## src/lsp_pkg.sv

```systemverilog
// Package for the leg swing phase tracker: constants, codes and payload types.
package lsp_pkg;

  localparam int NUM_LEGS       = 4;
  localparam int SCHEDULE_SLOTS = 16;
  localparam int MASK_W         = 16;
  localparam int SLOT_W         = $clog2(SCHEDULE_SLOTS + 1);
  localparam int LEG_ADDR_W     = (NUM_LEGS > 1) ? $clog2(NUM_LEGS) : 1;
  localparam int PROG_FRAC      = 15;
  localparam int DIV_CNT_W      = $clog2(PROG_FRAC);
  localparam logic [15:0] Q_ONE = 16'h8000;
  localparam logic [15:0] MAX_PROG_RESET = 16'h4000;

  typedef enum logic [1:0] {
    OP_SCHEDULE = 2'd0,
    OP_TICK     = 2'd1,
    OP_TARGET   = 2'd2
  } opcode_e;

  typedef enum logic [1:0] {
    PH_NOT_STARTED = 2'd0,
    PH_STANCE      = 2'd1,
    PH_SWINGING    = 2'd2,
    PH_REACHED     = 2'd3
  } phase_e;

  typedef enum logic [1:0] {
    INIT_KEEP = 2'd0,
    INIT_FOOT = 2'd1,
    INIT_SLOT = 2'd2
  } init_src_e;

  typedef enum logic [1:0] {
    EVAL_NONE     = 2'd0,
    EVAL_ZERO     = 2'd1,
    EVAL_PROGRESS = 2'd2,
    EVAL_END      = 2'd3
  } eval_mode_e;

  typedef enum logic [2:0] {
    ST_IDLE,
    ST_READ,
    ST_CALC,
    ST_DIV,
    ST_DONE
  } lsp_state_e;

  typedef struct packed {
    logic [1:0]        opcode;
    logic [1:0]        leg;
    logic [31:0]       now_time;
    logic [MASK_W-1:0] contact_mask;
    logic [31:0]       schedule_time;
    logic [31:0]       swing_duration;
    logic [31:0]       swing_remaining;
  } lsp_in_t;

  typedef struct packed {
    logic [1:0]        leg_out;
    logic [1:0]        phase;
    logic [15:0]       progress;
    logic [SLOT_W-1:0] flight_start;
    logic [SLOT_W-1:0] flight_end;
    logic [1:0]        initial_source;
    logic              retarget;
    logic              refresh_shape;
    logic [1:0]        eval_mode;
  } lsp_out_t;

  // One leg's record in the state memory.
  typedef struct packed {
    phase_e      phase;
    logic [15:0] progress;
    logic [31:0] planned;
    logic [31:0] remaining;
  } lsp_entry_t;

  localparam lsp_entry_t ENTRY_RESET = '{
    phase:     PH_STANCE,
    progress:  16'd0,
    planned:   32'd0,
    remaining: 32'd0
  };

endpackage

```

## src/lsp_ram.sv

```systemverilog
// Generic single-write, single-read synchronous RAM with a registered read port.
module lsp_ram #(
  parameter int WIDTH = 8,
  parameter int DEPTH = 4
) (
  input  logic                                     clk_i,
  input  logic                                     we_i,
  input  logic [((DEPTH > 1) ? $clog2(DEPTH) : 1)-1:0] waddr_i,
  input  logic [WIDTH-1:0]                         wdata_i,
  input  logic                                     re_i,
  input  logic [((DEPTH > 1) ? $clog2(DEPTH) : 1)-1:0] raddr_i,
  output logic [WIDTH-1:0]                         rdata_o
);

  logic [WIDTH-1:0] mem_q [DEPTH];
  logic [WIDTH-1:0] rdata_q;

  always_ff @(posedge clk_i) begin
    if (we_i) begin
      mem_q[waddr_i] <= wdata_i;
    end
    if (re_i) begin
      rdata_q <= mem_q[raddr_i];
    end
  end

  assign rdata_o = rdata_q;

endmodule

```

## src/leg_swing_phase_tracker.sv

```systemverilog
// Top level of the leg swing phase tracker: sequencer, state memory and progress divider.

// Each accepted item concerns one leg and is a gait schedule update, a time
// tick or a target request; it produces exactly one result, except items with
// the unused opcode, which are taken and dropped without effect. The per-leg
// phase, progress and swing timing live in a four-entry synchronous memory that
// is read when an item is taken and written back when its result is loaded, so
// only one item is in flight at a time and in_stall_o is high while it is.
// A target request passes through the read and done states before it reaches
// the result register, a schedule update or time tick that needs no division
// through read, calc and done, and one that does through the divide state as
// well: the progress quotient comes from a restoring divider that settles one
// of its 15 fraction bits per cycle. The input is free again as soon as
// the result is loaded. A result that waits in the output register while
// out_stall_i is high holds back the write-back of the next item, not its
// transfer. After reset every leg reads as in stance with zero timing;
// per-leg valid flags stand in for the memory until a leg is first written,
// so no clearing pass is needed. The retarget threshold register may be
// written at any time the block is idle and takes effect on the next item.
module leg_swing_phase_tracker (
  input  logic                     clk_i,
  input  logic                     rst_ni,
  input  logic                     in_valid_i,
  output logic                     in_stall_o,
  input  lsp_pkg::lsp_in_t         in_data_i,
  output logic                     out_valid_o,
  input  logic                     out_stall_i,
  output lsp_pkg::lsp_out_t        out_data_o,
  input  logic                     cfg_wr_en_i,
  input  logic [15:0]              cfg_wr_data_i
);

  import lsp_pkg::*;

  // Sequencer and working registers.
  lsp_state_e            state_q, state_d;
  lsp_in_t               item_q, item_d;
  phase_e                ph_q, ph_d;
  eval_mode_e            eval_q, eval_d;
  logic [15:0]           prog_q, prog_d;
  logic [31:0]           planned_q, planned_d;
  logic [31:0]           remain_q, remain_d;
  logic [31:0]           since_q, since_d;
  logic [SLOT_W-1:0]     fs_q, fs_d;
  logic [SLOT_W-1:0]     fe_q, fe_d;

  // Progress divider.
  logic [31:0]           div_rem_q, div_rem_d;
  logic [PROG_FRAC-1:0]  div_quot_q, div_quot_d;
  logic [DIV_CNT_W-1:0]  div_cnt_q, div_cnt_d;

  // Architectural registers outside the memory.
  logic [31:0]           stamp_q, stamp_d;
  logic [15:0]           max_prog_q;
  logic [NUM_LEGS-1:0]   leg_valid_q, leg_valid_d;

  // Output register.
  logic                  out_valid_q, out_valid_d;
  lsp_out_t              out_data_q, out_data_d;

  // Memory ports.
  logic                  ram_re, ram_we;
  logic [LEG_ADDR_W-1:0] ram_raddr, ram_waddr;
  lsp_entry_t            ram_rdata, ram_wdata;

  logic                  accept;
  logic                  out_free;

  assign in_stall_o  = (state_q != ST_IDLE);
  assign accept      = in_valid_i && !in_stall_o;
  assign out_free    = !out_valid_q || !out_stall_i;
  assign out_valid_o = out_valid_q;
  assign out_data_o  = out_data_q;
  assign ram_raddr   = LEG_ADDR_W'(in_data_i.leg);
  assign ram_waddr   = LEG_ADDR_W'(item_q.leg);

  lsp_ram #(
    .WIDTH ($bits(lsp_entry_t)),
    .DEPTH (NUM_LEGS)
  ) u_state_ram (
    .clk_i   (clk_i),
    .we_i    (ram_we),
    .waddr_i (ram_waddr),
    .wdata_i (ram_wdata),
    .re_i    (ram_re),
    .raddr_i (ram_raddr),
    .rdata_o (ram_rdata)
  );

  always_ff @(posedge clk_i or negedge rst_ni) begin
    if (!rst_ni) begin
      state_q <= ST_IDLE;
    end else begin
      state_q <= state_d;
    end
  end

  always_ff @(posedge clk_i or negedge rst_ni) begin
    if (!rst_ni) begin
      stamp_q     <= '0;
      max_prog_q  <= MAX_PROG_RESET;
      leg_valid_q <= '0;
      out_valid_q <= 1'b0;
    end else begin
      stamp_q     <= stamp_d;
      leg_valid_q <= leg_valid_d;
      out_valid_q <= out_valid_d;
      if (cfg_wr_en_i) begin
        max_prog_q <= cfg_wr_data_i;
      end
    end
  end

  always_ff @(posedge clk_i) begin
    item_q     <= item_d;
    ph_q       <= ph_d;
    eval_q     <= eval_d;
    prog_q     <= prog_d;
    planned_q  <= planned_d;
    remain_q   <= remain_d;
    since_q    <= since_d;
    fs_q       <= fs_d;
    fe_q       <= fe_d;
    div_rem_q  <= div_rem_d;
    div_quot_q <= div_quot_d;
    div_cnt_q  <= div_cnt_d;
    out_data_q <= out_data_d;
  end

  always_comb begin
    logic [SCHEDULE_SLOTS-1:0] slot_mask;
    logic [SLOT_W-1:0]         slot_s;
    logic [SLOT_W-1:0]         slot_e;
    lsp_entry_t                entry;
    phase_e                    ph_upd;
    logic [31:0]               stamp_eff;
    logic signed [34:0]        elapsed;
    logic [32:0]               shifted;
    logic [32:0]               trial;
    logic [PROG_FRAC-1:0]      quot_next;
    logic                      ret;

    state_d     = state_q;
    item_d      = item_q;
    ph_d        = ph_q;
    eval_d      = eval_q;
    prog_d      = prog_q;
    planned_d   = planned_q;
    remain_d    = remain_q;
    since_d     = since_q;
    fs_d        = fs_q;
    fe_d        = fe_q;
    div_rem_d   = div_rem_q;
    div_quot_d  = div_quot_q;
    div_cnt_d   = div_cnt_q;
    stamp_d     = stamp_q;
    leg_valid_d = leg_valid_q;
    out_data_d  = out_data_q;
    out_valid_d = out_valid_q && out_stall_i;
    ram_re      = 1'b0;
    ram_we      = 1'b0;
    ram_wdata   = '{phase: ph_q, progress: prog_q, planned: planned_q, remaining: remain_q};
    ph_upd      = ph_q;
    stamp_eff   = stamp_q;

    // Flight window search; slots past the end of the mask count as no contact.
    slot_mask = SCHEDULE_SLOTS'(item_q.contact_mask);
    slot_s    = SLOT_W'(SCHEDULE_SLOTS);
    for (int i = SCHEDULE_SLOTS - 1; i >= 0; i--) begin
      if (!slot_mask[i]) begin
        slot_s = SLOT_W'(i);
      end
    end
    slot_e = SLOT_W'(SCHEDULE_SLOTS);
    for (int i = SCHEDULE_SLOTS - 1; i >= 0; i--) begin
      if (slot_mask[i] && (SLOT_W'(i) >= slot_s)) begin
        slot_e = SLOT_W'(i);
      end
    end

    // A leg that was never written reads as its reset record.
    entry = leg_valid_q[ram_waddr] ? ram_rdata : ENTRY_RESET;

    elapsed = $signed({3'b000, planned_q}) - $signed({3'b000, remain_q})
            + $signed({3'b000, since_q});

    shifted   = {div_rem_q, 1'b0};
    trial     = shifted - {1'b0, planned_q};
    quot_next = {div_quot_q[PROG_FRAC-2:0], (shifted >= {1'b0, planned_q})};

    ret = (fe_q != SLOT_W'(SCHEDULE_SLOTS)) &&
          ((ph_q == PH_NOT_STARTED) || (ph_q == PH_STANCE) ||
           ((ph_q == PH_SWINGING) && (prog_q <= max_prog_q)));

    case (state_q)
      ST_IDLE: begin
        if (accept) begin
          item_d = in_data_i;
          if ((in_data_i.opcode inside {OP_SCHEDULE, OP_TICK, OP_TARGET}) &&
              (int'(in_data_i.leg) < NUM_LEGS)) begin
            ram_re  = 1'b1;
            state_d = ST_READ;
          end
        end
      end

      ST_READ: begin
        ph_upd    = entry.phase;
        planned_d = entry.planned;
        remain_d  = entry.remaining;
        prog_d    = entry.progress;
        stamp_eff = stamp_q;
        eval_d    = EVAL_NONE;
        fs_d      = slot_s;
        fe_d      = slot_e;
        if (item_q.opcode == OP_SCHEDULE) begin
          if (slot_s != '0) begin
            ph_upd = PH_STANCE;
          end else if (entry.phase == PH_STANCE) begin
            ph_upd = PH_NOT_STARTED;
          end
          planned_d = item_q.swing_duration;
          remain_d  = item_q.swing_remaining;
          stamp_eff = item_q.schedule_time;
        end
        since_d = item_q.now_time - stamp_eff;
        if (item_q.opcode == OP_TARGET) begin
          case (entry.phase)
            PH_NOT_STARTED, PH_SWINGING: begin
              eval_d = EVAL_PROGRESS;
              ph_upd = PH_SWINGING;
            end
            PH_REACHED: eval_d = EVAL_END;
            default:    eval_d = EVAL_ZERO;
          endcase
          state_d = ST_DONE;
        end else begin
          state_d = ST_CALC;
        end
        ph_d = ph_upd;
      end

      ST_CALC: begin
        state_d = ST_DONE;
        if ((ph_q == PH_NOT_STARTED) || (ph_q == PH_SWINGING)) begin
          if ((planned_q == '0) || (elapsed >= $signed({3'b000, planned_q}))) begin
            ph_d   = PH_REACHED;
            prog_d = Q_ONE;
          end else if (elapsed <= 0) begin
            prog_d = '0;
          end else begin
            // Here 0 < elapsed < planned, so it fits in 32 bits.
            div_rem_d  = elapsed[31:0];
            div_quot_d = '0;
            div_cnt_d  = '0;
            state_d    = ST_DIV;
          end
        end else begin
          prog_d = '0;
        end
      end

      ST_DIV: begin
        if (shifted >= {1'b0, planned_q}) begin
          div_rem_d = trial[31:0];
        end else begin
          div_rem_d = shifted[31:0];
        end
        div_quot_d = quot_next;
        div_cnt_d  = div_cnt_q + 1'b1;
        if (div_cnt_q == DIV_CNT_W'(PROG_FRAC - 1)) begin
          prog_d  = 16'(quot_next);
          state_d = ST_DONE;
        end
      end

      ST_DONE: begin
        if (out_free) begin
          ram_we                 = 1'b1;
          leg_valid_d[ram_waddr] = 1'b1;
          if (item_q.opcode == OP_SCHEDULE) begin
            stamp_d = item_q.schedule_time;
          end
          out_valid_d               = 1'b1;
          out_data_d                = '0;
          out_data_d.leg_out        = item_q.leg;
          out_data_d.phase          = ph_q;
          out_data_d.progress       = prog_q;
          out_data_d.initial_source = INIT_KEEP;
          out_data_d.eval_mode      = EVAL_NONE;
          case (item_q.opcode)
            OP_SCHEDULE: begin
              out_data_d.flight_start  = fs_q;
              out_data_d.flight_end    = fe_q;
              out_data_d.refresh_shape = (ph_q == PH_STANCE);
              out_data_d.retarget      = ret;
              if (ph_q == PH_NOT_STARTED) begin
                out_data_d.initial_source = INIT_FOOT;
              end else if (ph_q == PH_STANCE) begin
                out_data_d.initial_source = INIT_SLOT;
              end
            end
            OP_TICK: begin
              if (ph_q == PH_NOT_STARTED) begin
                out_data_d.initial_source = INIT_FOOT;
              end
            end
            default: begin
              out_data_d.eval_mode = eval_q;
            end
          endcase
          state_d = ST_IDLE;
        end
      end

      default: state_d = ST_IDLE;
    endcase
  end

  // A leg in stance always carries zero progress.
  assert property (@(posedge clk_i) disable iff (!rst_ni)
    (out_valid_o && (out_data_o.phase == PH_STANCE)) |-> (out_data_o.progress == '0))
    else $error("stance result with nonzero progress");

  // Progress never exceeds one in Q1.15.
  assert property (@(posedge clk_i) disable iff (!rst_ni)
    out_valid_o |-> (out_data_o.progress <= Q_ONE))
    else $error("progress above one");

  // The restoring divider keeps its partial remainder below the divisor.
  assert property (@(posedge clk_i) disable iff (!rst_ni)
    (state_q == ST_DIV) |-> (div_rem_q < planned_q))
    else $error("divider remainder out of range");

  // Nothing is written back while an earlier result still waits.
  assert property (@(posedge clk_i) disable iff (!rst_ni)
    ram_we |-> (!$past(out_valid_o) || out_free))
    else $error("write-back while output register is held");

endmodule
```

## config.mk

```make
export PLATFORM = sky130hd
export DESIGN_NAME = leg_swing_phase_tracker
export DESIGN_NICKNAME = d
export VERILOG_FILES = /design/src/lsp_pkg.sv /design/src/lsp_ram.sv /design/src/leg_swing_phase_tracker.sv
export SDC_FILE = /design/constraint.sdc
export NUM_CORES = 1
export LEC_CHECK = 0
export ABC_AREA = 1
export BUFFER_PORTS_ARGS = -buffer_cell sky130_fd_sc_hd__buf_2
export CAP_MARGIN = 20
export CELL_PAD_IN_SITES_DETAIL_PLACEMENT = 0
export CELL_PAD_IN_SITES_GLOBAL_PLACEMENT = 2
export CORE_MARGIN = 3
export CORE_UTILIZATION = 42
export DETAILED_ROUTE_END_ITERATION = 10
export PLACE_DENSITY = 0.85
export SLEW_MARGIN = 20
export SYNTH_ARGS = -nofsm -noshare
export SYNTH_HDL_FRONTEND = slang
export SYNTH_SLANG_ARGS = --single-unit
```

## constraint.sdc

```tcl
create_clock -name clk_i -period 10.11 [get_ports clk_i]
set_input_delay 0.5055 -clock clk_i [delete_from_list [all_inputs] [get_ports clk_i]]
set_output_delay 0.5055 -clock clk_i [all_outputs]
set_load 0.02 [all_outputs]
```

==> results of run 1 <==
[where the power goes]
part / switching, mW / internal [mW]
sequential: 0.462 / 4.95
combinational: 5.43 / 2.77
clock: 1.39 / 1.87
[what timing repair did]
item / CTS / global route
endpoints found under the hold margin: 141 / 0
setup buffers: 0 / 0
hold buffers: 141 / 0
[flip-flops by register name (all words and copies together) (netlist names), 3 cells and up]
name and cells:
state_q 3, item_q 146, prog_q 16, since_q 32, u_state_ram.mem_q 328, max_prog_q 16
out_data_o 36, u_state_ram.rdata_o 82, remain_q 32, div_rem_q 32, planned_q 32, div_cnt_q 4
fs_q 5, fe_q 5, leg_valid_q 4, stamp_q 32, div_quot_q 14
[cell usage in the layout, fill, tap and decap left out, types with 10 or more instances in the layout]
cell	count
nor2_1	330
nand3_1	54
nor4_1	14
dfrtp_1	55
o21ai_1	15
clkinv_2	17
nand4_1	23
a21oi_2	11
mux2i_1	29
buf_4	31
clkinv_1	20
nand2_1	525
nor3_1	26
a31oi_1	14
clkbuf_16	91
o21ai_2	15
buf_2	205
a21oi_1	186
o21bai_1	10
ha_1	177
edfxtp_1	770
clkbuf_1	11
a21o_1	11
dlygate4sd3_1	141
xnor2_1	52
o22ai_1	100
inv_1	283
xor2_1	62
o21ai_0	367
[path summary, 6_finish.rpt]
kind	slack (ps)	endpoint
min in group clk_i	40	item_q[62]$_DFFE_PP_
worst min register to register	460	leg_valid_q[0]$_DFFE_PN0P_
worst max-delay path	2860	div_rem_q[0]$_DFFE_PP_
max in group asynchronous	9520	stamp_q[11]$_DFFE_PN0P_
worst min-delay path	20	max_prog_q[0]$_DFFE_PN0P_
worst max register to register	2860	div_rem_q[0]$_DFFE_PP_
[routing by layer]
metal	part of all wire [%]	routed length (um)
met1	48	46720
met5	0	0
met3	5.9	5795
met4	2.1	2068
met2	44	43480
[kinds of logic after synthesis]
logic type	synth area share, %
AND/OR/NAND/NOR	10.79
flip-flops	64.25
AO/OA/AOI/OAI	11.56
buffers and inverters	3.940
adder cells (fa/ha/maj)	6.012
XOR/XNOR	2.658
multiplexers	0.7900
[final cells by class]
type,count,area (um2)
timing repair buffer,377,2670
sequential,826,24520
clock inverter,66,614.3
fill,8027,44280
inverter,290,1096
clock buffer,102,2318
tap,1165,1458
multi-input combinational,2118,12230
==> key figures, run 1 <==
Setup path
  – Slowest cell on crit path: buf_4
  – Worst r2r src: planned_q[0]$_DFFE_PP_
  – Critical path fanouts, max: 50
  – Critical path depth: 35
  – Bufs and invs on worst path: 5
  – Critical Path Start Type: flip-flop
  – Worst Setup Path Type: reg2reg
  – Most frequent CP cell: nand2_1
  – Data arrival, critical path: 7540 ps
  – FF-to-FF path depth: 35
  – Largest stage delay, worst path: 580 ps
  – Worst Setup SP: planned_q[0]$_DFFE_PP_
  – Family with the most delay on the worst path: compound AO/OA/AOI/OAI gates
  – Worst path required time: 10400 ps
  – Worst Setup End Kind: flip-flop

Final layout
  – Ant diodes: 0
  – Area growth, synth to finish: 17.66%
  – Post-route cell area: 44910 um2
  – Layout Utilization: 50.35%
  – Post-Layout Cell Count: 4944
  – Ratio of cells with drive above 1 in the final layout: 12.12%
  – Final nets: 4053

Placement
  – Placed Area: 40570 um2
  – Post-DP HPWL: 65380 um
  – GP Congestion: 0.9121
  – IO Port Bufs: 206
  – Dpl ws: 2950 ps
  – Inst Count DP: 4635

Synth
  – Post-synth top area share: 60.58%
  – Synth Instances: 3341
  – Syn nets: 3691
  – Top-count cell post-synth: edfxtp_1
  – Post-synth cell types: 59
  – Synth top area cells: edfxtp_1 (61%), ha_1 (5.8%), nand2_1 (5.2%)
  – Largest area contributor in the netlist: edfxtp_1
  – Async S/R FF share, synth: 6.780%
  – Yosys reg bits: 826
  – EDFF count, synth: 770
  – Average size of a mapped cell: 11.42 um2
  – Cell Area, Synth: 38170 um2
  – Ys flop type: edfxtp_1
  – Post-synth top cells: edfxtp_1 (770), nand2_1 (525), o21ai_0 (367), nor2_1 (340), inv_1 (285)
  – Seq/Total Area, Yosys: 64.25%
  – Syn. warnings: 0

STA
  – Hold WS: 18.39 ps
  – Worst setup margin: 2861 ps
  – Max_slew headroom: 29.63%
  – Fin crit period: 7249 ps
  – Slew @ Worst Pin: 1053 ps
  – Final Setup Violations: 0
  – RSZ-0062 raised after global routing: no
  – Crit share post-route: 71.70%
  – Final Hold Viols: 0
  – Fmax: 0.1379 GHz
  – Clock skew: 36.73 ps
  – Sum of negative setup slack: 0 ps
  – Final Slew Violations: 0

GRT
  – Vias in the first global route: 25430
  – Busiest grt layer: met2
  – Global route total overflow: 0
  – First-pass GRT wire length: 150500 um
  – Grt met1 use: 30.79%
  – GRT met3 Usage: 3.555%
  – Largest net degree at the start of global routing: 96
  – GRT met2 Usage: 31.71%
  – Total GRT Usage: 20.71%
  – Initial antenna violation count: 0

Detailed routing
  – Antenna-violating nets left: 0
  – Final wirelength: 98060 um
  – Routed vias/inst: 5.243
  – DRT Pass-1 Iters: 5
  – DR iter-0 viols: 1957
  – Wire per inst: 19.83 um
  – DRC violations left: 0
  – Vias: 25920

Run status
  – Status: completed

Die
  – Num rows: 109
  – Num ports: 207
  – Die X: 307.5 um
  – Die area: 94530 um2
  – CORE AREA: 89190 um2
  – Die Ht: 307.5 um
  – Initial Util: 42.80%

Run
  – Maxcap violations: 0

Clock network
  – Root buffer cell: clkbuf_16
  – Total number of H-tree levels: 3
  – Post-cts sizing count: 0
  – Clock Latency Late Sink: 680 ps
  – Clock tree from TritonCTS: built
  – CTS sink cnt: 826
  – CTS clock-pin slew for the worst setup and hold paths: 60 ps
  – Longest Clk Path Bufs: 3
  – TritonCTS Buffers: 90

Power
  – Max VDD drop: 180.5 uV
  – LEAKAGE: 17.34 nW
  – PwrDens: 375.8 nW/um2
  – Total power: 16.88 mW

Worst hold path
  – HP Class: in2async
No activity file was read; power rests on OpenSTA's default activity.
==> run 2, diff against run 1 <==
==> constraint.sdc (replaced) <==
create_clock -name clk_i -period 6.8 [get_ports clk_i]
set_input_delay 0.34 -clock clk_i [delete_from_list [all_inputs] [get_ports clk_i]]
set_output_delay 0.34 -clock clk_i [all_outputs]
set_load 0.02 [all_outputs]
==> key figures, run 2 (synthesis gave the netlist of run 1 again) <==
Setup path
  – Reg2reg end: div_rem_q[4]$_DFFE_PP_
  – R2R Setup Slk: 370 ps
  – Largest stage delay, worst path: 430 ps
  – Slowest cell on crit path: edfxtp_1
  – FF-to-FF path depth: 31
  – Data arrival, critical path: 6810 ps
  – Worst Setup Path Type: reg2reg
  – Worst path required time: 7180 ps
  – Worst r2r src: remain_q[0]$_DFFE_PP_
  – Most frequent CP cell: nand2_1
  – Worst Setup End Kind: flip-flop
  – Critical Path Start Type: flip-flop
  – Critical path fanouts, max: 12

Detailed routing
  – Final wirelength: 99420 um
  – Antenna-violating nets left: 0
  – Wire per inst: 19.94 um
  – Routed vias/inst: 5.246
  – DRC violations left: 0
  – DR iter-0 viols: 2199
  – Vias: 26160
  – DRT Pass-1 Iters: 5

Final layout
  – Max reg flops: 328
  – Ratio of cells with drive above 1 in the final layout: 12.93%
  – Area growth, synth to finish: 19.37%
  – Most common cell after layout, fill and taps aside: edfxtp_1
  – Most frequent cells in the layout: edfxtp_1 (770), nand2_1 (522), o21ai_0 (363)
  – Largest Register: u_state_ram.mem_q
  – Final nets: 4097

Die
  – Die X: 307.5 um
  – Die Ht: 307.5 um
  – Die area: 94530 um2
  – CORE AREA: 89190 um2
  – Num ports: 207
  – Num rows: 109
  – Initial Util: 42.80%

GRT
  – Largest net degree at the start of global routing: 86
  – Initial antenna violation count: 3
  – First-pass GRT wire length: 151700 um
  – Total GRT Usage: 20.89%
  – Vias in the first global route: 25780
  – Global route total overflow: 0

Worst hold path
  – Hold EP: ram_waddr[1]$_DFFE_PP_
  – Hold_sp: in_data_i[145]
  – HP Class: in2reg
  – WHS Path Cells: 1

Placement
  – Dpl ws: 180.2 ps
  – GP Congestion: 0.8982
  – Post-DP HPWL: 65210 um
  – IO Port Bufs: 206

STA
  – Fmax: 0.1555 GHz
  – Max_slew headroom: 27.49%
  – Worst setup margin: 368.9 ps
  – Final Setup Violations: 0
  – Slew @ Worst Pin: 1088 ps
  – Final Hold Viols: 0
  – Fin crit period: 6431 ps
  – Crit share post-route: 94.57%
  – Sum of negative setup slack: 0 ps
  – Final Slew Violations: 0
  – Clock skew: 36.45 ps

Power
  – PwrDens: 563.0 nW/um2
  – Max VDD drop: 347.2 uV
  – Total power: 25.65 mW
  – LEAKAGE: 17.60 nW

Clock network
  – Clock tree from TritonCTS: built
  – Longest Clk Path Bufs: 3
  – Total number of H-tree levels: 3
  – Clock Latency Late Sink: 670 ps
  – Root buffer cell: clkbuf_16
  – TritonCTS Buffers: 90
  – CTS sink cnt: 826
  – CTS clock-pin slew for the worst setup and hold paths: 60 ps

Run
  – Maxcap violations: 0

Run status
  – Status: completed
-- run 2: worst max path at each step --
stage / from / to / slack, ps / cells after the start
2_1_floorplan: state_q[1]$_DFFE_PN0P_ / u_state_ram.mem_q[0][0]$_DFFE_PP_ / -200 / 7
3_3_place_gp: planned_q[0]$_DFFE_PP_ / div_rem_q[4]$_DFFE_PP_ / 330 / 33
3_5_place_dp: remain_q[0]$_DFFE_PP_ / div_rem_q[6]$_DFFE_PP_ / 180 / 32
4_1_cts: remain_q[0]$_DFFE_PP_ / div_rem_q[11]$_DFFE_PP_ / 140 / 32
5_1_grt: planned_q[1]$_DFFE_PP_ / prog_q[9]$_DFFE_PP_ / -8 / 36
6_report: remain_q[0]$_DFFE_PP_ / div_rem_q[4]$_DFFE_PP_ / 370 / 31
-- run 2: worst max-delay path: cells and delay by family (launching register included) --
kind / cells / cell delay [ps]
DFF: 1 / 430
xor gates and xnor gates: 1 / 360
buffers and inverters: 4 / 650
adders and majority gates: 4 / 1330
and+or+nand+nor: 8 / 810
AOI/OAI and AO/OA: 14 / 2540
-- run 2: metal layers --
layer | wire length, um | track usage (%)
met1 | 46580 | 31.03
met2 | 44080 | 32.05
met3 | 6733 | 3.727
met4 | 2029 | 4.876
met5 | 0 | 0
-- run 2: through the flow --
step,hold WS [ps],instance area (um2),instances,utilization (%)
finish,140.3,45570,4987,51.09
global route,118.4,45560,4986,51.08
CTS,93.69,45290,4972,50.78
detailed placement,447.4,40680,4642,45.61
global placement,443.7,40680,4642,45.61
floorplan,44.41,38190,3341,-
-- run 2: power by group --
part	total [mW]	internal, mW	switching [mW]
Sequential	8.02	7.36	0.666
Combinational	12.7	4.38	8.35
Clock	4.91	2.88	2.03
Total	25.7	14.6	11.0
-- run 2: layout make-up --
type,count,area [um2]
well taps,1165,1458
inverters,290,1096
repair buffers,421,3176
clock inverters,52,550.5
fillers,7940,43630
clock buffers,114,2426
diodes,1,2.502
flip-flops and latches,826,24520
multi-input cells,2118,12330
-- run 2: timing repair --
item                                   4_1_cts  5_1_grt
setup endpoints to repair                    0       68
hold buffers                               164        0
resized for setup                            0       32
buffers inserted                             0       11
endpoints found under the hold margin      218        0
==> run 3, diff against run 2 <==
--- a/config.mk
+++ b/config.mk
@@ -11,9 +11,10 @@
 export CELL_PAD_IN_SITES_DETAIL_PLACEMENT = 0
 export CELL_PAD_IN_SITES_GLOBAL_PLACEMENT = 2
 export CORE_MARGIN = 3
-export CORE_UTILIZATION = 42
+export CORE_UTILIZATION = 27
 export DETAILED_ROUTE_END_ITERATION = 10
-export PLACE_DENSITY = 0.85
+export PLACE_DENSITY_LB_ADDON = 0.1
+export REMOVE_ABC_BUFFERS = 1
 export SLEW_MARGIN = 20
 export SYNTH_ARGS = -nofsm -noshare
 export SYNTH_HDL_FRONTEND = slang
==> key figures, run 3 (synthesis gave the netlist of run 1 again) <==
Clock network
  – Total number of H-tree levels: 3
  – Clock Latency Late Sink: 740 ps
  – CTS clock-pin slew for the worst setup and hold paths: 60 ps
  – TritonCTS Buffers: 99
  – Longest Clk Path Bufs: 3
  – Root buffer cell: clkbuf_16
  – Clock tree from TritonCTS: built
  – CTS sink cnt: 826

Detailed routing
  – DRC violations left: 0
  – Wire per inst: 20.08 um
  – Final wirelength: 115200 um
  – DRT Pass-1 Iters: 7
  – Routed vias/inst: 4.575
  – Vias: 26250
  – DR iter-0 viols: 1496
  – Antenna-violating nets left: 0

GRT
  – Initial antenna violation count: 1
  – Vias in the first global route: 27000
  – First-pass GRT wire length: 172200 um
  – Largest net degree at the start of global routing: 106
  – Global route total overflow: 0
  – Total GRT Usage: 15.57%

Setup path
  – Worst Setup End Kind: flip-flop
  – Data arrival, critical path: 6760 ps
  – Critical path fanouts, max: 18
  – Critical Path Start Type: flip-flop
  – Worst Setup Path Type: reg2reg
  – Slowest cell on crit path: ha_1
  – Worst path required time: 7220 ps
  – Most frequent CP cell: nand2_1
  – Largest stage delay, worst path: 400 ps

Placement
  – Placed Area: 41720 um2
  – IO Port Bufs: 206
  – GP Congestion: 0.8213
  – Dpl ws: 34.79 ps
  – Post-DP HPWL: 76560 um

Final layout
  – Post-route cell area: 46890 um2
  – Area growth, synth to finish: 22.83%
  – Final nets: 4124
  – Most common cell after layout, fill and taps aside: edfxtp_1
  – Ratio of cells with drive above 1 in the final layout: 13.71%
  – Largest Register: u_state_ram.mem_q
  – Max reg flops: 328
  – Most frequent cells in the layout: edfxtp_1 (770), nand2_1 (524), o21ai_0 (364)

STA
  – Max_slew headroom: 31.12%
  – Final Setup Violations: 0
  – Clock skew: 61.10 ps
  – Final Hold Viols: 0
  – Worst setup margin: 457.2 ps
  – Final Slew Violations: 0
  – Fin crit period: 6343 ps
  – Fmax: 0.1577 GHz
  – Slew @ Worst Pin: 1031 ps
  – Crit share post-route: 93.28%

Power
  – Total power: 26.55 mW
  – Max VDD drop: 255.2 uV
  – LEAKAGE: 17.85 nW
  – PwrDens: 566.3 nW/um2

Die
  – Die X: 382.0 um
  – Die Ht: 382.0 um
  – CORE AREA: 139900 um2
  – Die area: 145900 um2
  – Initial Util: 27.29%
  – Num ports: 207
  – Num rows: 137

Run
  – Maxcap violations: 0

Run status
  – Status: completed

Worst hold path
  – HP Class: in2reg
-- run 3: changes by cell type in the layout (fill, tap and decap cells not counted), sizes merged --
cell         previous run  this run
buf                   255       272
clkbuf                116       128
clkinv                 33        43
clkinvlp                9         6
bufinv                  9         7
dlygate4sd3           164       166
inv                   291       293
diode                   1         2
-- run 3: where the power goes --
group / internal, mW / switching (mW)
Clock: 3.07 / 2.19
Combinational: 4.51 / 8.75
Sequential: 7.36 / 0.678
Total: 14.9 / 11.6
-- run 3: final cells by class --
class | count | area, um2
diodes | 2 | 5.005
clock buffers | 127 | 2685
clock inverters | 59 | 558.0
fillers | 14150 | 92990
inverters | 290 | 1096
multi-input cells | 2118 | 12360
flip-flops and latches | 826 | 24520
well taps | 1876 | 2347
repair buffers | 439 | 3307
-- run 3: worst paths after layout --
| path | cells after the start | end | slack, ps | startpoint |
|---|---|---|---|---|
| min | 3 | max_prog_q[7]$_DFFE_PN0P_ | 90 | cfg_wr_en_i |
| max | 35 | div_cnt_q[3]$_SDFFCE_PN0P_ | 460 | planned_q[1]$_DFFE_PP_ |
| min in group asynchronous | 3 | max_prog_q[10]$_DFFE_PN0P_ | 300 | rst_ni |
| max reg2reg | 35 | div_cnt_q[3]$_SDFFCE_PN0P_ | 460 | planned_q[1]$_DFFE_PP_ |
| max in group asynchronous | 3 | max_prog_q[4]$_DFFE_PN0P_ | 5710 | rst_ni |
| min reg2reg | 2 | leg_valid_q[1]$_DFFE_PN0P_ | 460 | leg_valid_q[1]$_DFFE_PN0P_ |
-- run 3: metrics by stage --
step                utilization [%]  TNS [ps]  hold WS (ps)  std cells
detailed placement            29.83         0         235.3       5370
finish                        33.52         0         93.08       5737
CTS                           33.33         0         22.63       5722
global placement              29.83         0         231.0       5370
floorplan                         -   -793340         44.41       3234
global route                  33.52    -935.1         90.31       5735
-- run 3: critical path, delay by kind of cell (launching register included) --
family | cells | cell delay, ps
DFF | 1 | 380
buffers and inverters | 4 | 610
and+or+nand+nor | 14 | 1630
adders and majority gates | 3 | 990
AOI/OAI and AO/OA | 12 | 1980
xor gates and xnor gates | 2 | 450
-- run 3: repair_timing --
item,in CTS,in global routing
endpoints found under the hold margin,178,0
hold buffers,166,0
setup endpoints to repair,0,69
gates resized for setup,0,28
setup buffers,0,12
-- run 3: per-layer routing --
| metal | global-route usage, % | routed length [um] |
|---|---|---|
| met2 | 24.18 | 51520 |
| met1 | 22.80 | 57680 |
| met3 | 2.378 | 3822 |
| met4 | 3.662 | 2179 |
| met5 | 0 | 0 |
